--- src/design/ldpcrow_pkg.sv ---
`default_nettype none

package ldpcrow_pkg;

    localparam int MAX_DEGREE_DEF = 32;
    localparam int LLR_WIDTH_DEF  = 10;
    localparam int QUEUE_DEPTH    = 4;

    // Per-edge control that travels from the front end to the back end.
    typedef struct packed {
        logic keep;   // edge is inside the row's degree and gets buffered
        logic last;   // edge closes the row; row summary is valid
    } t_edge_ctl;

endpackage

`default_nettype wire

--- src/design/ldpcrow_front.sv ---
`default_nettype none

module ldpcrow_front
    import ldpcrow_pkg::*;
#(
    parameter int MAX_DEGREE = MAX_DEGREE_DEF,
    parameter int LLR_WIDTH  = LLR_WIDTH_DEF,
    localparam int MW = LLR_WIDTH - 1,
    localparam int AW = $clog2(MAX_DEGREE),
    localparam int CW = $clog2(MAX_DEGREE + 1)
) (
    input  wire logic                 i_clk,
    input  wire logic                 i_rst_n,
    input  wire logic                 i_valid,
    output logic                      o_ready,
    input  wire logic [LLR_WIDTH-1:0] i_posterior_llr,
    input  wire logic [LLR_WIDTH-1:0] i_old_check_msg,
    input  wire logic                 i_last_edge,
    input  wire logic                 i_full,
    output logic                      o_push,
    output t_edge_ctl                 o_ctl,
    output logic [LLR_WIDTH-1:0]      o_q,
    output logic [MW-1:0]             o_min1,
    output logic [MW-1:0]             o_min2,
    output logic [AW-1:0]             o_pos,
    output logic                      o_par,
    output logic [CW-1:0]             o_cnt
);

    localparam logic [LLR_WIDTH-1:0] MAXV = {1'b0, {MW{1'b1}}};
    localparam logic [LLR_WIDTH-1:0] MINV = {1'b1, {MW{1'b0}}};

    logic [MW-1:0] r_min1;
    logic [MW-1:0] r_min2;
    logic [AW-1:0] r_pos;
    logic          r_par;
    logic [CW-1:0] r_cnt;

    logic [MW-1:0] n_min1;
    logic [MW-1:0] n_min2;
    logic [AW-1:0] n_pos;
    logic          n_par;
    logic [CW-1:0] n_cnt;

    logic [LLR_WIDTH:0]   diff;
    logic [LLR_WIDTH-1:0] q;
    logic [LLR_WIDTH-1:0] neg_q;
    logic [MW-1:0]        mag;
    logic                 keep;
    logic                 accept;

    assign o_ready = !i_full;
    assign accept  = i_valid && !i_full;
    assign keep    = (r_cnt < CW'(MAX_DEGREE));

    assign diff = {i_posterior_llr[LLR_WIDTH-1], i_posterior_llr}
                - {i_old_check_msg[LLR_WIDTH-1], i_old_check_msg};

    always_comb begin
        if (diff[LLR_WIDTH] != diff[LLR_WIDTH-1]) begin
            q = diff[LLR_WIDTH] ? MINV : MAXV;
        end else begin
            q = diff[LLR_WIDTH-1:0];
        end
    end

    // The most negative value has no positive twin and saturates to the top.
    assign neg_q = '0 - q;
    always_comb begin
        if (q == MINV) begin
            mag = {MW{1'b1}};
        end else if (q[LLR_WIDTH-1]) begin
            mag = neg_q[MW-1:0];
        end else begin
            mag = q[MW-1:0];
        end
    end

    always_comb begin
        n_min1 = r_min1;
        n_min2 = r_min2;
        n_pos  = r_pos;
        n_par  = r_par;
        n_cnt  = r_cnt;
        if (keep) begin
            if (mag < r_min2) begin
                if (mag < r_min1) begin
                    n_min2 = r_min1;
                    n_min1 = mag;
                    n_pos  = r_cnt[AW-1:0];
                end else begin
                    n_min2 = mag;
                end
            end
            n_par = r_par ^ q[LLR_WIDTH-1];
            n_cnt = r_cnt + CW'(1);
        end
    end

    // Edges past the row's degree only matter when they close the row.
    assign o_push     = accept && (keep || i_last_edge);
    assign o_ctl.keep = keep;
    assign o_ctl.last = i_last_edge;
    assign o_q        = q;
    assign o_min1     = n_min1;
    assign o_min2     = n_min2;
    assign o_pos      = n_pos;
    assign o_par      = n_par;
    assign o_cnt      = n_cnt;

    always_ff @(posedge i_clk) begin
        if (!i_rst_n) begin
            r_min1 <= {MW{1'b1}};
            r_min2 <= {MW{1'b1}};
            r_pos  <= '0;
            r_par  <= 1'b0;
            r_cnt  <= '0;
        end else if (accept) begin
            if (i_last_edge) begin
                r_min1 <= {MW{1'b1}};
                r_min2 <= {MW{1'b1}};
                r_pos  <= '0;
                r_par  <= 1'b0;
                r_cnt  <= '0;
            end else begin
                r_min1 <= n_min1;
                r_min2 <= n_min2;
                r_pos  <= n_pos;
                r_par  <= n_par;
                r_cnt  <= n_cnt;
            end
        end
    end

endmodule

`default_nettype wire

--- src/design/ldpcrow_queue.sv ---
`default_nettype none

module ldpcrow_queue
    import ldpcrow_pkg::*;
#(
    parameter int DW    = 8,
    parameter int DEPTH = QUEUE_DEPTH,
    localparam int PW = (DEPTH > 1) ? $clog2(DEPTH) : 1,
    localparam int NW = $clog2(DEPTH + 1)
) (
    input  wire logic          i_clk,
    input  wire logic          i_rst_n,
    input  wire logic          i_push,
    input  wire logic [DW-1:0] i_wdata,
    output logic               o_full,
    input  wire logic          i_pop,
    output logic [DW-1:0]      o_rdata,
    output logic               o_empty
);

    logic [DW-1:0] r_mem [DEPTH];
    logic [PW-1:0] r_wr_ptr;
    logic [PW-1:0] r_rd_ptr;
    logic [NW-1:0] r_count;
    logic          do_push;
    logic          do_pop;

    assign o_full  = (r_count == NW'(DEPTH));
    assign o_empty = (r_count == '0);
    assign do_push = i_push && !o_full;
    assign do_pop  = i_pop && !o_empty;
    assign o_rdata = r_mem[r_rd_ptr];

    always_ff @(posedge i_clk) begin
        if (do_push) begin
            r_mem[r_wr_ptr] <= i_wdata;
        end
    end

    always_ff @(posedge i_clk) begin
        if (!i_rst_n) begin
            r_wr_ptr <= '0;
            r_rd_ptr <= '0;
            r_count  <= '0;
        end else begin
            if (do_push) begin
                r_wr_ptr <= (r_wr_ptr == PW'(DEPTH - 1)) ? '0 : r_wr_ptr + PW'(1);
            end
            if (do_pop) begin
                r_rd_ptr <= (r_rd_ptr == PW'(DEPTH - 1)) ? '0 : r_rd_ptr + PW'(1);
            end
            if (do_push && !do_pop) begin
                r_count <= r_count + NW'(1);
            end else if (do_pop && !do_push) begin
                r_count <= r_count - NW'(1);
            end
        end
    end

    a_no_overflow: assert property (@(posedge i_clk) disable iff (!i_rst_n)
        o_full && i_push && !i_pop |=> o_full && $stable(r_wr_ptr))
        else $error("queue write pointer moved while full");

    a_no_underflow: assert property (@(posedge i_clk) disable iff (!i_rst_n)
        o_empty && !i_push |=> o_empty)
        else $error("queue became non-empty without a push");

    a_count_bound: assert property (@(posedge i_clk) disable iff (!i_rst_n)
        r_count <= NW'(DEPTH))
        else $error("queue count exceeds its depth");

endmodule

`default_nettype wire

--- src/design/ldpcrow_back.sv ---
`default_nettype none

module ldpcrow_back
    import ldpcrow_pkg::*;
#(
    parameter int MAX_DEGREE = MAX_DEGREE_DEF,
    parameter int LLR_WIDTH  = LLR_WIDTH_DEF,
    localparam int MW = LLR_WIDTH - 1,
    localparam int AW = $clog2(MAX_DEGREE),
    localparam int CW = $clog2(MAX_DEGREE + 1)
) (
    input  wire logic                 i_clk,
    input  wire logic                 i_rst_n,
    input  wire logic                 i_empty,
    output logic                      o_pop,
    input  wire t_edge_ctl            i_ctl,
    input  wire logic [LLR_WIDTH-1:0] i_q,
    input  wire logic [MW-1:0]        i_min1,
    input  wire logic [MW-1:0]        i_min2,
    input  wire logic [AW-1:0]        i_pos,
    input  wire logic                 i_par,
    input  wire logic [CW-1:0]        i_cnt,
    output logic                      o_valid,
    input  wire logic                 i_ready,
    output logic [LLR_WIDTH-1:0]      o_new_check_msg,
    output logic [LLR_WIDTH-1:0]      o_new_posterior,
    output logic                      o_last_out
);

    localparam logic [LLR_WIDTH-1:0] MAXV = {1'b0, {MW{1'b1}}};
    localparam logic [LLR_WIDTH-1:0] MINV = {1'b1, {MW{1'b0}}};

    typedef enum logic {
        S_LOAD,
        S_DRAIN
    } t_state;

    t_state r_state;

    logic [LLR_WIDTH-1:0] r_buf [MAX_DEGREE];
    logic [CW-1:0]        r_wr_cnt;
    logic [CW-1:0]        r_rd_idx;
    logic [CW-1:0]        r_n;
    logic [MW-1:0]        r_min1;
    logic [MW-1:0]        r_min2;
    logic [AW-1:0]        r_pos;
    logic                 r_par;

    // Read stage: buffer data plus the magnitude picked for that edge.
    logic                 r_s1_vld;
    logic [LLR_WIDTH-1:0] r_s1_q;
    logic [MW-1:0]        r_s1_mag;
    logic                 r_s1_par;
    logic                 r_s1_last;

    logic                 r_o_vld;
    logic [LLR_WIDTH-1:0] r_o_msg;
    logic [LLR_WIDTH-1:0] r_o_post;
    logic                 r_o_last;

    logic                 s2_take;
    logic                 s1_free;
    logic                 issue;
    logic                 issue_last;
    logic [LLR_WIDTH-1:0] mag_w;
    logic [LLR_WIDTH-1:0] msg;
    logic [LLR_WIDTH:0]   sum;
    logic [LLR_WIDTH-1:0] post;

    assign o_pop      = (r_state == S_LOAD) && !i_empty;
    assign s2_take    = r_s1_vld && (!r_o_vld || i_ready);
    assign s1_free    = !r_s1_vld || s2_take;
    assign issue      = (r_state == S_DRAIN) && s1_free;
    assign issue_last = ((r_rd_idx + CW'(1)) == r_n);

    assign mag_w = {1'b0, r_s1_mag};
    assign msg   = (r_s1_q[LLR_WIDTH-1] ^ r_s1_par) ? ('0 - mag_w) : mag_w;
    assign sum   = {r_s1_q[LLR_WIDTH-1], r_s1_q} + {msg[LLR_WIDTH-1], msg};

    always_comb begin
        if (sum[LLR_WIDTH] != sum[LLR_WIDTH-1]) begin
            post = sum[LLR_WIDTH] ? MINV : MAXV;
        end else begin
            post = sum[LLR_WIDTH-1:0];
        end
    end

    always_ff @(posedge i_clk) begin
        if (o_pop && i_ctl.keep) begin
            r_buf[r_wr_cnt[AW-1:0]] <= i_q;
        end
        if (issue) begin
            r_s1_q <= r_buf[r_rd_idx[AW-1:0]];
        end
    end

    always_ff @(posedge i_clk) begin
        if (!i_rst_n) begin
            r_state  <= S_LOAD;
            r_wr_cnt <= '0;
            r_rd_idx <= '0;
            r_s1_vld <= 1'b0;
            r_o_vld  <= 1'b0;
        end else begin
            unique case (r_state)
                S_LOAD: begin
                    if (o_pop) begin
                        if (i_ctl.last) begin
                            r_min1   <= i_min1;
                            r_min2   <= i_min2;
                            r_pos    <= i_pos;
                            r_par    <= i_par;
                            r_n      <= i_cnt;
                            r_rd_idx <= '0;
                            r_wr_cnt <= '0;
                            r_state  <= S_DRAIN;
                        end else if (i_ctl.keep) begin
                            r_wr_cnt <= r_wr_cnt + CW'(1);
                        end
                    end
                end
                S_DRAIN: begin
                    if (issue) begin
                        r_rd_idx <= r_rd_idx + CW'(1);
                        if (issue_last) begin
                            r_state <= S_LOAD;
                        end
                    end
                end
                default: begin
                    r_state <= S_LOAD;
                end
            endcase

            if (issue) begin
                r_s1_vld  <= 1'b1;
                r_s1_mag  <= (r_rd_idx[AW-1:0] == r_pos) ? r_min2 : r_min1;
                r_s1_par  <= r_par;
                r_s1_last <= issue_last;
            end else if (s2_take) begin
                r_s1_vld <= 1'b0;
            end

            if (s2_take) begin
                r_o_vld  <= 1'b1;
                r_o_msg  <= msg;
                r_o_post <= post;
                r_o_last <= r_s1_last;
            end else if (i_ready) begin
                r_o_vld <= 1'b0;
            end
        end
    end

    assign o_valid         = r_o_vld;
    assign o_new_check_msg = r_o_msg;
    assign o_new_posterior = r_o_post;
    assign o_last_out      = r_o_last;

    a_s1_held: assert property (@(posedge i_clk) disable iff (!i_rst_n)
        r_s1_vld && r_o_vld && !i_ready |=> r_s1_vld && $stable(r_s1_q))
        else $error("read stage lost its beat while the output was stalled");

    a_read_in_row: assert property (@(posedge i_clk) disable iff (!i_rst_n)
        issue |-> (r_rd_idx < r_n))
        else $error("buffer read beyond the row length");

    a_drain_setup: assert property (@(posedge i_clk) disable iff (!i_rst_n)
        r_state == S_DRAIN |-> (r_n != '0) && (r_wr_cnt == '0))
        else $error("drain running with an empty row or a live write count");

    a_last_ends_drain: assert property (@(posedge i_clk) disable iff (!i_rst_n)
        issue && issue_last |=> r_state == S_LOAD)
        else $error("drain did not end after the row's last read");

endmodule

`default_nettype wire

--- src/design/ldpc_layered_min_sum_row_update_core.sv ---
`default_nettype none

// Check-node row update for a layered min-sum LDPC decoder. Each input beat is
// one edge of a parity-check row; the front end forms the saturated extrinsic
// value, tracks both minima, the minimum's position and the sign parity, and
// accepts one edge per cycle while the queue is not full into a queue of
// QUEUE_DEPTH entries. The back end moves queued edges into the single row
// buffer at one per cycle while it loads and the queue is not empty and,
// once the row's last edge arrives, drains one result beat per cycle while
// the output is not stalled, through a registered buffer read and an output
// register. Since the one buffer is first written and then read out, the
// back end takes no edge of the next row until the last buffer read of the
// row. While a row drains, the front end keeps taking edges of the next row
// until the queue is full. Edges beyond MAX_DEGREE are dropped, but a
// last-edge flag on them still closes the row.
module ldpc_layered_min_sum_row_update_core
    import ldpcrow_pkg::*;
#(
    parameter int MAX_DEGREE = MAX_DEGREE_DEF,
    parameter int LLR_WIDTH  = LLR_WIDTH_DEF
) (
    input  wire logic                 i_clk,
    input  wire logic                 i_rst_n,
    input  wire logic                 i_valid,
    output logic                      o_ready,
    input  wire logic [LLR_WIDTH-1:0] i_posterior_llr,
    input  wire logic [LLR_WIDTH-1:0] i_old_check_msg,
    input  wire logic                 i_last_edge,
    output logic                      o_valid,
    input  wire logic                 i_ready,
    output logic [LLR_WIDTH-1:0]      o_new_check_msg,
    output logic [LLR_WIDTH-1:0]      o_new_posterior,
    output logic                      o_last_out
);

    localparam int MW = LLR_WIDTH - 1;
    localparam int AW = $clog2(MAX_DEGREE);
    localparam int CW = $clog2(MAX_DEGREE + 1);
    localparam int DW = $bits(t_edge_ctl) + LLR_WIDTH + 2 * MW + AW + 1 + CW;

    logic             f_push;
    t_edge_ctl        f_ctl;
    logic [LLR_WIDTH-1:0] f_q;
    logic [MW-1:0]    f_min1;
    logic [MW-1:0]    f_min2;
    logic [AW-1:0]    f_pos;
    logic             f_par;
    logic [CW-1:0]    f_cnt;

    logic             q_full;
    logic             q_empty;
    logic             q_pop;
    logic [DW-1:0]    q_wdata;
    logic [DW-1:0]    q_rdata;

    t_edge_ctl        b_ctl;
    logic [LLR_WIDTH-1:0] b_q;
    logic [MW-1:0]    b_min1;
    logic [MW-1:0]    b_min2;
    logic [AW-1:0]    b_pos;
    logic             b_par;
    logic [CW-1:0]    b_cnt;

    ldpcrow_front #(
        .MAX_DEGREE (MAX_DEGREE),
        .LLR_WIDTH  (LLR_WIDTH)
    ) u_front (
        .i_clk           (i_clk),
        .i_rst_n         (i_rst_n),
        .i_valid         (i_valid),
        .o_ready         (o_ready),
        .i_posterior_llr (i_posterior_llr),
        .i_old_check_msg (i_old_check_msg),
        .i_last_edge     (i_last_edge),
        .i_full          (q_full),
        .o_push          (f_push),
        .o_ctl           (f_ctl),
        .o_q             (f_q),
        .o_min1          (f_min1),
        .o_min2          (f_min2),
        .o_pos           (f_pos),
        .o_par           (f_par),
        .o_cnt           (f_cnt)
    );

    assign q_wdata = {f_ctl, f_q, f_min1, f_min2, f_pos, f_par, f_cnt};

    ldpcrow_queue #(
        .DW    (DW),
        .DEPTH (QUEUE_DEPTH)
    ) u_queue (
        .i_clk   (i_clk),
        .i_rst_n (i_rst_n),
        .i_push  (f_push),
        .i_wdata (q_wdata),
        .o_full  (q_full),
        .i_pop   (q_pop),
        .o_rdata (q_rdata),
        .o_empty (q_empty)
    );

    assign {b_ctl, b_q, b_min1, b_min2, b_pos, b_par, b_cnt} = q_rdata;

    ldpcrow_back #(
        .MAX_DEGREE (MAX_DEGREE),
        .LLR_WIDTH  (LLR_WIDTH)
    ) u_back (
        .i_clk           (i_clk),
        .i_rst_n         (i_rst_n),
        .i_empty         (q_empty),
        .o_pop           (q_pop),
        .i_ctl           (b_ctl),
        .i_q             (b_q),
        .i_min1          (b_min1),
        .i_min2          (b_min2),
        .i_pos           (b_pos),
        .i_par           (b_par),
        .i_cnt           (b_cnt),
        .o_valid         (o_valid),
        .i_ready         (i_ready),
        .o_new_check_msg (o_new_check_msg),
        .o_new_posterior (o_new_posterior),
        .o_last_out      (o_last_out)
    );

endmodule

`default_nettype wire
--- config.mk ---
export PLATFORM = sky130hd
export DESIGN_NAME = ldpc_layered_min_sum_row_update_core
export DESIGN_NICKNAME = d
export VERILOG_FILES = /design/src/design/ldpcrow_pkg.sv /design/src/design/ldpcrow_front.sv /design/src/design/ldpcrow_queue.sv /design/src/design/ldpcrow_back.sv /design/src/design/ldpc_layered_min_sum_row_update_core.sv
export SDC_FILE = /design/constraint.sdc
export NUM_CORES = 1
export LEC_CHECK = 0
export BUFFER_PORTS_ARGS = -buffer_cell sky130_fd_sc_hd__buf_2
export CAP_MARGIN = 15
export CORE_MARGIN = 1
export CORE_UTILIZATION = 29
export CTS_CLUSTER_DIAMETER = 80
export DETAILED_ROUTE_END_ITERATION = 6
export PLACE_DENSITY = 0.45
export REMOVE_ABC_BUFFERS = 1
export SLEW_MARGIN = 10
export SYNTH_ARGS = -nofsm -noshare
export SYNTH_HDL_FRONTEND = slang
export SYNTH_HIERARCHICAL = 1
export SYNTH_SLANG_ARGS = --single-unit
--- constraint.sdc ---
create_clock -name i_clk -period 14.2 [get_ports i_clk]
set_clock_uncertainty 0.05 [all_clocks]
set_input_delay 1.42 -clock i_clk [delete_from_list [all_inputs] [get_ports i_clk]]
set_output_delay 1.42 -clock i_clk [all_outputs]
set_load 0.03 [all_outputs]
==> key figures, run 1 <==
Clocking
  • Clock slew at reported path FFs: 60 ps
  • Worst-Skew Late Latency: 610 ps
  • CTS Buffer Depth: 3
  • Post-CTS setup buffers: 0
  • CTS Buf Count: around 70
  • CTS Hold Buffers Added: 0
  • CTS tree: done
  • H-tree levels: 3
  • Clk root buf: clkbuf_16
  • Clk sink count: slightly above 600
  • CTS resizes: 0

Yosys
  • Netlist cell types: 82
  • Sequential fraction of the synthesis area: 68.8%
  • Netlist area before placement: 26000 sq um
  • Avg Cell Area, Syn: roughly 18 sq um
  • Syn Inst Count: 1457
  • Dominant synthesized flop cell: edfxtp_1
  • EDFF count, synth: 560
  • Compound-Gate Fraction of Synth Area: just under 5%
  • FF+latch count, synth: 613
  • Adder-cell share of the synthesized area: under 10%
  • Post-Synth XOR/XNOR Area: 1.55%
  • Number of synthesis warnings: 6
  • Post-Synth Simple-Gate Area: 4.59%
  • Largest family of logic cells by synthesized area: multiplexers
  • Mux share of post-synthesis cell area: 15.0%
  • Ys async rst share: 0%

Worst setup path
  • Crit Path Class: in -> reg
  • Slowest Stage Delay on Critical Path: 700 ps
  • Crit-path most repeated cell: ha_1
  • Critical path capture point type: flop
  • CP delay by family, top: compound AO/OA/AOI/OAI gates
  • Crit Path Max Fanout: 22
  • Crit path required time: 14650 ps
  • Reg-to-reg startpoint: u_front/r_min2[6]
  • CP max-delay cell: ha_1
  • Reg2Reg Setup Slack: approximately 10000 ps
  • Startpoint types: input pin
  • Worst Path Arrival: 9590 ps
  • Critical Path Source: i_posterior_llr[0]
  • Buf/Inv on CP: 3

Power and ir drop
  • Worst vdd rail ir drop: 0.0000902 V
  • Cell Pwr Density: just under 200 nW/um^2
  • Leak: 9.68 nW

Timing
  • Worst-Margin Slew: 1260 ps
  • Setup violators final: 0
  • Min Tclk post-route: between 9000 and 10000 ps
  • Tcrit/Tclk final: 64.4%
  • Relative slew slack: 15.4%
  • RSZ-0062 raised after global routing: false
  • Max Slew Vio Count: 0
  • Final Hold Viols: 0
  • Setup TNS: 0 ps
  • FMAX: between 100 and 150 MHz

Layout
  • Fill cell count: roughly 8400
  • Area growth from synthesis to layout: 14.1%
  • Multi-input logic area: about 7500 sq um
  • Sequential Area: 17900 sq um
  • Nets: 1611
  • Layout Utilization: 33.5%
  • Layout cells sized above 1: 24.0%

Floorplan
  • Io pins: 48
  • Die height: between 300 and 400 um
  • Row cnt: 109
  • Die area: 90700 sq um
  • Initial Utilization: 29.3%
  • Die Wd: approximately 300 um
  • Core area: around 89000 sq um

Global routing
  • Vias in the first global route: 13500
  • Gr usage total: 13.2%
  • Largest net degree at the start of global routing: 49
  • Initial antenna violation count: 4
  • Grt ovf: 0
  • Global-route wire length before repair: ~90 mm

Run
  • Max-cap violation count: 0

Place
  • Port bufs: 47
  • Placer congestion estimate: 0.793
  • DP Wirelength: between 30 and 40 mm

Worst hold path
  • Hold Path Class: reg -> reg
  • Worst hold start: u_back/r_par

Drt
  • Routed len/inst: about 21 um
  • Via Count: 13000
  • Via/cell ratio: about 4.7
  • DR iter-0 viols: approximately 790
  • Post-route ant nets: 0
  • First-pass DRT Iterations: 7
  • Routed WL: 58.9 mm
  • Residual DRC: 4

Status
  • Outcome: complete, but fails checks
  • Failing checks: design-rule violations
## area by class of cell
type / count / share of cell area, %
inverter: 57 / 0.722
sequential: 613 / 60.4
antenna: 1 / 0.00845
clock buffer: 91 / 6.39
multi-input combinational: 723 / 25.3
clock inverter: 36 / 1.06
timing repair buffer: 65 / 1.25
tap: 1165 / 4.92
## worst register-to-register path, cell delays in order (launching register included)
cell and delay [ps]:
dfxtp_1 350, inv_1 60, ha_1 300, a21oi_1 140
nor2b_1 60, o21ai_0 190, and4_1 250, o21ai_1 80
a31oi_2 810, nand2_1 810, a22o_1 650, a22o_1 330
## flip-flops by register name, summed over array words and instances (netlist names), 9 cells and up, named ones only
signal / count
u_front/r_min2: 9
u_back/r_s1_mag: 9
u_back/o_new_check_msg: 10
u_front/r_min1: 9
u_back/r_buf: 320
u_back/r_s1_q: 10
u_back/r_min2: 9
u_back/r_min1: 9
u_back/o_new_posterior: 10
u_queue/r_mem: 168
## worst paths after layout
| check | to | depth (start not counted) |
|---|---|---|
| setup reg to reg | u_front/r_pos[2] | 11 |
| hold reg to reg | u_back/r_s1_par | 0 |
| setup / recovery | u_front/r_pos[2] | 29 |
| hold / removal | u_back/r_s1_par | 0 |
## logic make-up (layout without fill, tap and decap cells)
| family | count (synthesis) | count (layout) |
|---|---|---|
| flops | 613 | 613 |
| simple gates | 242 | 242 |
| mux | 198 | 198 |
| compound gates | 182 | 182 |
| buf+inv | 121 | 249 |
| fa+ha+maj | 55 | 55 |
| xor+xnor | 46 | 46 |
| other cells | 0 | 1 |
## cell usage after synthesis, types with 5 or more instances
library cell	number	area share (%)
o22a_1	10	0.34
mux2i_1	6	0.23
o21a_1	6	0.17
xor2_1	25	0.84
o21ai_1	9	0.17
nor2b_1	19	0.46
nand2_1	53	0.77
buf_1	9	0.13
a21o_1	10	0.29
and4_1	5	0.17
buf_6	5	0.22
a2bb2oi_1	11	0.37
clkbuf_1	23	0.33
o211ai_1	8	0.23
nor3_1	9	0.17
mux2_2	34	1.5
nand3b_1	5	0.14
mux2_4	16	0.93
xnor2_1	21	0.71
dfxtp_1	53	4.1
nand3_1	17	0.33
buf_4	10	0.29
buf_2	13	0.25
mux4_2	140	12
and2_1	11	0.27
and3_1	9	0.22
edfxtp_1	560	65
a21oi_1	45	0.87
o21ai_0	28	0.54
a22o_1	6	0.20
nor2_1	84	1.2
ha_1	52	2.5
a22oi_1	8	0.23
inv_1	55	0.80
## per-stage QoR
step,area (sq um),power [mW],hold slack (ps),instances,setup WS (ps)
after floorplan,25600,3.55,350,1393,6120
after global placement,27400,4.05,377,2623,4740
after detailed placement,27400,4.09,392,2623,4410
after CTS,29600,5.85,406,2750,5040
after global routing,29600,6.04,422,2751,4340
final,29600,5.74,401,2751,5060
## report_power, final
group	total, mW	internal [mW]	switching (mW)
combinational	1.52	0.563	0.958
clock	1.73	1.01	0.721
sequential	2.50	2.41	0.0883
total	5.74	3.98	1.77
## metal layers
| layer | GRT usage [%] | up-vias | wire length [um] |
|---|---|---|---|
| met5 | 0 | - | 26 |
| met4 | 4.17 | 4 | 1560 |
| met3 | 2.53 | 94 | 2390 |
| met2 | 20.6 | 245 | 27400 |
| met1 | 18.5 | 6719 | 27500 |
| li1 | - | 5951 | - |
## cells in the final DEF (no fill, tap or decap), types with 6 or more instances in the layout
cell,instances
ha_1,52
buf_2,47
xor2_1,25
mux2i_1,6
edfxtp_1,560
and2_1,7
clkbuf_1,18
xnor2_1,21
dfxtp_1,48
nor2b_1,19
o211ai_1,8
nand2_1,53
clkinv_1,16
a22oi_1,8
clkinv_2,7
mux2_2,34
nor3_1,9
and3_1,9
clkbuf_16,73
a22o_1,6
o21ai_1,9
a2bb2oi_1,11
o21a_1,6
a21oi_1,45
o21ai_0,28
mux4_2,140
nor2_1,83
mux2_4,16
buf_4,18
nand3_1,17
inv_1,55
o22a_1,10
a21o_1,10
(Power assumes the default switching activity.)
==> run 2: changes to the inputs <==
Settings changed: ABC_AREA set to 1, PLACE_DENSITY 0.45 to 0.46.
Clock period 14.2 ns to 8 ns, I/O delays scaled along.
==> run 2 against run 1 <==
The flow now finishes without violations. Via count increased by 33%. Power increased by 91%. Register-to-register slack worse by 5700 ps. Sequential power grew 84%. Core utilization fell by 0.15 points. Critical path type unchanged. Largest power group unchanged.
==> key figures, run 2 <==
Status
  • Outcome: finished clean (was complete, but fails checks)

Clocking
  • CTS Buf Count: 68 (was 71)
  • Clk root buf: clkbuf_16 (unchanged)
  • CTS tree: done (unchanged)
  • CTS Buffer Depth: 3 (unchanged)
  • Post-CTS setup buffers: 0 (unchanged)
  • Clock slew at reported path FFs: 60 ps (about the same)
  • CTS Hold Buffers Added: 0 (unchanged)
  • Worst-Skew Late Latency: 620 ps (was 610 ps)
  • Clk sink count: 613 (unchanged)
  • H-tree levels: 3 (unchanged)
  • CTS resizes: 0 (unchanged)

Floorplan
  • Initial Utilization: 29.4% (was 29.3%)
  • Core area: 90400 sq um (was 88500 sq um)
  • Die Wd: 305 um (was 301 um)
  • Io pins: 48 (unchanged)
  • Die height: 305 um (was 301 um)
  • Die area: 92900 sq um (was 90700 sq um)
  • Row cnt: 110 (was 109)

Yosys
  • Yosys top cell area share: 63.3% (was 64.8%)
  • Synth area leader: edfxtp_1 (unchanged)
  • Number of synthesis warnings: 6 (unchanged)
  • Synth top cells by count: edfxtp_1, nor2_1, nand2_1, o21ai_0, nand3_1 (was edfxtp_1, mux4_2, nor2_1, inv_1)
  • Netlist cell types: 54 (was 82)
  • Area contributors post-synth: edfxtp_1, nor2_1, nand2_1, o21ai_0, dfxtp_1 (was edfxtp_1, mux4_2, dfxtp_1, ha_1, mux2_2)
  • Dominant synthesized flop cell: edfxtp_1 (unchanged)
  • FF+latch count, synth: 613 (unchanged)
  • Syn Inst Count: 2291 (was 1457)
  • EDFF count, synth: 560 (unchanged)
  • Ys async rst share: 0% (unchanged)
  • Avg Cell Area, Syn: 11.6 sq um (was 17.8 sq um)
  • Count leader, synth: edfxtp_1 (unchanged)
  • Netlist area before placement: 26600 sq um (was 26000 sq um)
  • Sequential fraction of the synthesis area: 67.3% (was 68.8%)

Worst setup path
  • Critical path capture point type: flop (unchanged)
  • Crit Path Max Fanout: 15 (was 22)
  • Slowest Stage Delay on Critical Path: 660 ps (was 700 ps)
  • CP max-delay cell: a211oi_2 (was ha_1)
  • Startpoint types: input pin (unchanged)
  • Worst Path Arrival: 6420 ps (was 9590 ps)
  • Crit-path most repeated cell: nand2_1 (was ha_1)
  • Crit Path Class: in -> reg (unchanged)
  • Crit path required time: 8290 ps (was 14650 ps)

Layout
  • Layout cells sized above 1: 10.6% (was 24.0%)
  • Multi-input logic area: 7560 sq um (was 7490 sq um)
  • Commonest non-fill, non-tap cells in the layout: edfxtp_1, nor2_1, nand2_1 (was edfxtp_1, mux4_2, nor2_1)
  • Max reg flops: 320 (unchanged)
  • Nets: 2409 (was 1611)
  • Commonest non-fill, non-tap cell in the layout: edfxtp_1 (unchanged)
  • Area growth from synthesis to layout: 13.4% (was 14.1%)
  • Sequential Area: 17900 sq um (about the same)
  • Fill cell count: 8863 (was 8432)
  • Layout Cells excl Fill: 3560 (was 2751)
  • Fin area: 30100 sq um (was 29600 sq um)

Global routing
  • Grt ovf: 0 (unchanged)
  • Initial antenna violation count: 3 (was 4)
  • Global-route wire length before repair: 106 mm (was 88.4 mm)
  • Largest net degree at the start of global routing: 93 (was 49)
  • Gr usage total: 15.0% (was 13.2%)
  • Vias in the first global route: 17000 (was 13500)

Timing
  • RSZ-0062 raised after global routing: false (unchanged)
  • Worst-Margin Slew: 1170 ps (was 1260 ps)
  • Min Tclk post-route: 6130 ps
  • Relative slew slack: 21.6% (was 15.4%)
  • Final Hold Viols: 0 (unchanged)
  • Tcrit/Tclk final: 76.6%
  • FMAX: 163 MHz
  • Setup violators final: 0 (unchanged)
  • Max Slew Vio Count: 0 (unchanged)
  • Setup TNS: 0 ps (unchanged)

Place
  • Port bufs: 47 (unchanged)
  • Dpl cell area: 28000 sq um (was 27400 sq um)
  • Placer congestion estimate: 0.839 (was 0.793)
  • DP Wirelength: 41.1 mm (was 36.9 mm)
  • Placed insts: 3434 (was 2623)

Drt
  • Routed WL: 70.3 mm (was 58.9 mm)
  • Via Count: 17300 (was 13000)
  • Routed len/inst: 19.8 um (was 21.4 um)
  • First-pass DRT Iterations: 5 (was 7)
  • Residual DRC: 0 (was 4)
  • DR iter-0 viols: 1345 (was 792)
  • Via/cell ratio: 4.86 (was 4.73)
  • Post-route ant nets: 0 (unchanged)

Run
  • Max-cap violation count: 0 (unchanged)

Worst hold path
  • Hold Path Class: reg -> reg (unchanged)

Power and ir drop
  • Worst vdd rail ir drop: 0.000167 V (was 0.0000902 V)
  • Total chip power: 11.0 mW (was 5.74 mW)
  • Leak: 10.8 nW (was 9.68 nW)
  • Cell Pwr Density: 364 nW/um^2 (was 194 nW/um^2)
==> run 2: cell types whose count changed in the layout (fill, tap and decap cells not counted), sizes merged, moves of 15 or more <==
cell,delta
a21oi,+16
mux4,-142
inv,+92
o21ai,+218
nor2,+263
buf,+15
nor2b,-19
nand3,+135
mux2,-41
o22ai,+41
nand2,+274
o221ai,+69
==> run 2: cells by family (layout without fill, tap and decap cells) <==
logic type | Yosys count | after routing | share of synthesized area (%)
compound gates | 456 | 456 | 10.1
mux | 9 | 9 | 0.381
xor+xnor | 32 | 32 | 1.05
flops | 613 | 613 | 67.3
fa+ha+maj | 55 | 55 | 2.67
buf+inv | 263 | 355 | 4.68
other cells | 0 | 1 | 0
simple gates | 863 | 863 | 13.8
==> run 2: through the flow <==
step | hold slack, ps | util, % | worst slack, ps
final | 365 | 33.3 | 1870
after global routing | 370 | 33.3 | 1180
after CTS | 367 | 33.3 | 1920
after detailed placement | 355 | 30.9 | 1290
after global placement | 364 | 30.9 | 1420
after floorplan | 350 | - | 2260
==> run 2: final cells by class <==
type	count	share of cell area (%)
Timing Repair Buffer	80	1.63
Multi-Input combinational cell	1415	25.1
Clock buffer	85	5.93
Antenna cell	1	0.00831
Tap cell	1176	4.88
Sequential cell	613	59.4
Inverter	151	1.91
Clock inverter	39	1.18
==> run 2: per-layer routing <==
layer	global-route usage, %	vias up	wire length, um
met5	0	-	0
met4	4.45	0	1650
met3	2.07	106	3210
met2	24.4	438	32700
met1	20.8	8520	32800
li1	-	8255	-
==> run 2: where the power goes <==
part | switching, mW | total [mW] | internal, mW | leakage (nW)
combinational | 2.48 | 3.34 | 0.864 | 4.21
clock | 1.28 | 3.01 | 1.73 | 1.05
sequential | 0.146 | 4.60 | 4.46 | 5.51
==> run 2: worst max-delay path: cells and delay by family <==
kind,cells,cell delay (ps)
fa+ha+maj,4,1250
buf+inv,7,720
simple gates,15,1980
compound gates,7,1480
xor+xnor,1,180
==> run 2: final timing paths <==
path	to	slack, ps	start	cells after the start
setup reg to reg	u_back/r_buf[10][4]	4340	flop	7
hold reg to reg	u_back/r_s1_par	370	u_back/r_par	0
setup / recovery	u_queue/r_mem[3][21]	1870	i_posterior_llr[2]	34
hold / removal	u_back/r_s1_par	370	u_back/r_par	0
==> run 3: changes to the inputs <==
Settings changed: PLACE_DENSITY 0.46 to 0.45.
Clock period 8 ns to 5.7 ns, I/O delays scaled along.
==> run 3 against run 2 <==
Hold slack lost 140 ps. Via count up 1.3%. Clock power rose by 43%. Critical endpoint is now u_queue/r_mem[2][11]. Largest cell class unchanged.
==> key figures, run 3 (same netlist as run 2, synthesis figures left out) <==
Worst setup path
  • R2r endpoint: u_queue/r_mem[2][3] (was u_back/r_buf[10][4])
  • Crit path required time: 6070 ps (was 8290 ps)
  • Critical path capture point type: flop (unchanged)
  • CP max-delay cell: a211oi_2 (unchanged)
  • Crit Path Max Fanout: 15 (unchanged)
  • Worst reg-to-reg path cell count: 10 (was 7)
  • Crit Path Class: in -> reg (unchanged)
  • Reg2Reg Setup Slack: 2330 ps (was 4340 ps)
  • Reg-to-reg startpoint: u_queue/r_count[1]
  • Slowest Stage Delay on Critical Path: 370 ps (was 660 ps)
  • Crit-path most repeated cell: nand2_1 (unchanged)
  • Startpoint types: input pin (unchanged)
  • Worst Path Arrival: 5530 ps (was 6420 ps)

Worst hold path
  • Hold Path Class: in -> reg (was reg -> reg)
  • WHS Endpoint: u_queue/r_mem[0][40] (was u_back/r_s1_par)
  • Worst Hold Depth: 1 (was 0)
  • Worst hold start: i_last_edge (was u_back/r_par)

Place
  • DP Wirelength: 43.7 mm (was 41.1 mm)
  • Post-place setup slack: -15.8 ps (was 1290 ps)
  • Placer congestion estimate: 0.834 (was 0.839)
  • Port bufs: 47 (unchanged)

Layout
  • Nets: 2438 (was 2409)
  • Commonest non-fill, non-tap cell in the layout: edfxtp_1 (unchanged)
  • Fill cell count: 8897 (was 8863)
  • Layout cells sized above 1: 11.4% (was 10.6%)
  • Area growth from synthesis to layout: 14.4% (was 13.4%)
  • Commonest non-fill, non-tap cells in the layout: edfxtp_1, nor2_1, nand2_1 (unchanged)
  • Layout Utilization: 33.6% (was 33.3%)
  • Max reg flops: 320 (unchanged)

Global routing
  • Grt ovf: 0 (unchanged)
  • Initial antenna violation count: 3 (unchanged)
  • Largest net degree at the start of global routing: 86 (was 93)
  • Gr usage total: 15.3% (was 15.0%)
  • Global-route wire length before repair: 108 mm (was 106 mm)
  • Vias in the first global route: 17100 (was 17000)

Clocking
  • CTS Buffer Depth: 3 (unchanged)
  • CTS resizes: 0 (unchanged)
  • Clock slew at reported path FFs: 60 ps (about the same)
  • CTS tree: done (unchanged)
  • Post-CTS setup buffers: 0 (unchanged)
  • CTS Buf Count: 71 (was 68)
  • H-tree levels: 3 (unchanged)
  • Clk sink count: 613 (unchanged)
  • Worst-Skew Late Latency: 610 ps (was 620 ps)
  • CTS Hold Buffers Added: 0 (unchanged)
  • Clk root buf: clkbuf_16 (unchanged)

Power and ir drop
  • Cell Pwr Density: 511 nW/um^2 (was 364 nW/um^2)
  • Leak: 10.9 nW (was 10.8 nW)
  • Worst vdd rail ir drop: 0.000206 V (was 0.000167 V)

Timing
  • Relative slew slack: 20.6% (was 21.6%)
  • PnR worst setup slack: 549 ps (was 1870 ps)
  • Min Tclk post-route: 5150 ps
  • Final Hold Viols: 0 (unchanged)
  • RSZ-0062 raised after global routing: false (unchanged)
  • Worst-Margin Slew: 1190 ps (was 1170 ps)
  • Max Slew Vio Count: 0 (unchanged)
  • FMAX: 194 MHz
  • Setup violators final: 0 (unchanged)
  • Tcrit/Tclk final: 90.4%

Drt
  • Via/cell ratio: 4.89 (was 4.86)
  • Post-route ant nets: 0 (unchanged)
  • Routed WL: 71.6 mm (was 70.3 mm)
  • Via Count: 17500 (was 17300)
  • Routed len/inst: 20.0 um (was 19.8 um)
  • DR iter-0 viols: 1560 (was 1345)
  • First-pass DRT Iterations: 7 (was 5)
  • Residual DRC: 0 (unchanged)

Floorplan
  • Io pins: 48 (unchanged)
  • Core area: 90400 sq um (unchanged)
  • Die height: 305 um (unchanged)
  • Die area: 92900 sq um (unchanged)
  • Row cnt: 110 (unchanged)
  • Initial Utilization: 29.4% (unchanged)
  • Die Wd: 305 um (unchanged)

Run
  • Max-cap violation count: 0 (unchanged)

Status
  • Outcome: finished clean (unchanged)
## run 3: cell type report
type	instances	area [sq um]	area share (%)
multi-input cells	1415	7570	24.9
diodes	1	2.50	0.00823
repair buffers	106	713	2.35
clock buffers	91	1890	6.23
inverters	151	576	1.89
well taps	1176	1470	4.84
clock inverters	35	290	0.955
flip-flops and latches	613	17900	58.8
## run 3: through the flow
| step | TNS (ps) | power (mW) | cells | area (sq um) | hold slack, ps |
|---|---|---|---|---|---|
| 4_1_cts | 0 | 15.7 | 3579 | 30300 | 175 |
| 3_3_place_gp | 0 | 11.3 | 3453 | 28100 | 357 |
| 5_1_grt | 0 | 16.5 | 3587 | 30400 | 190 |
| 6_report | 0 | 15.5 | 3588 | 30400 | 223 |
| 3_5_place_dp | -161 | 11.4 | 3453 | 28100 | 377 |
| 2_1_floorplan | 0 | 9.46 | 2179 | 25900 | 350 |
## run 3: critical path: cells and delay by family
family / cells / cell delay (ps)
xor gates and xnor gates: 2 / 320
adders and majority gates: 4 / 1160
buffers and inverters: 6 / 580
AOI/OAI and AO/OA: 7 / 1130
and+or+nand+nor: 14 / 1770
## run 3: how the worst max path moves through the flow
| stage | cells past startpoint | slack [ps] | endpoint | startpoint |
|---|---|---|---|---|
| floorplan | 34 | 190 | u_queue/r_mem[0][21] | i_old_check_msg[2] |
| global placement | 33 | 100 | u_queue/r_mem[2][26] | i_posterior_llr[2] |
| detailed placement | 34 | -20 | u_queue/r_mem[0][26] | i_old_check_msg[2] |
| CTS | 34 | 610 | u_queue/r_mem[0][26] | i_old_check_msg[2] |
| global route | 34 | 80 | u_queue/r_mem[0][8] | i_old_check_msg[2] |
| finish | 33 | 550 | u_queue/r_mem[2][11] | i_posterior_llr[2] |
## run 3: metal layers
metal / wire length, um / track usage, %
met1: 33300 / 21.1
met2: 33400 / 25.0
met3: 3520 / 2.46
met4: 1390 / 3.90
met5: 11 / 0
## run 3: report_power, final
part / internal [mW] / switching, mW / total [mW]
sequential: 6.26 / 0.197 / 6.46
clock: 2.53 / 1.77 / 4.30
combinational: 1.28 / 3.51 / 4.79
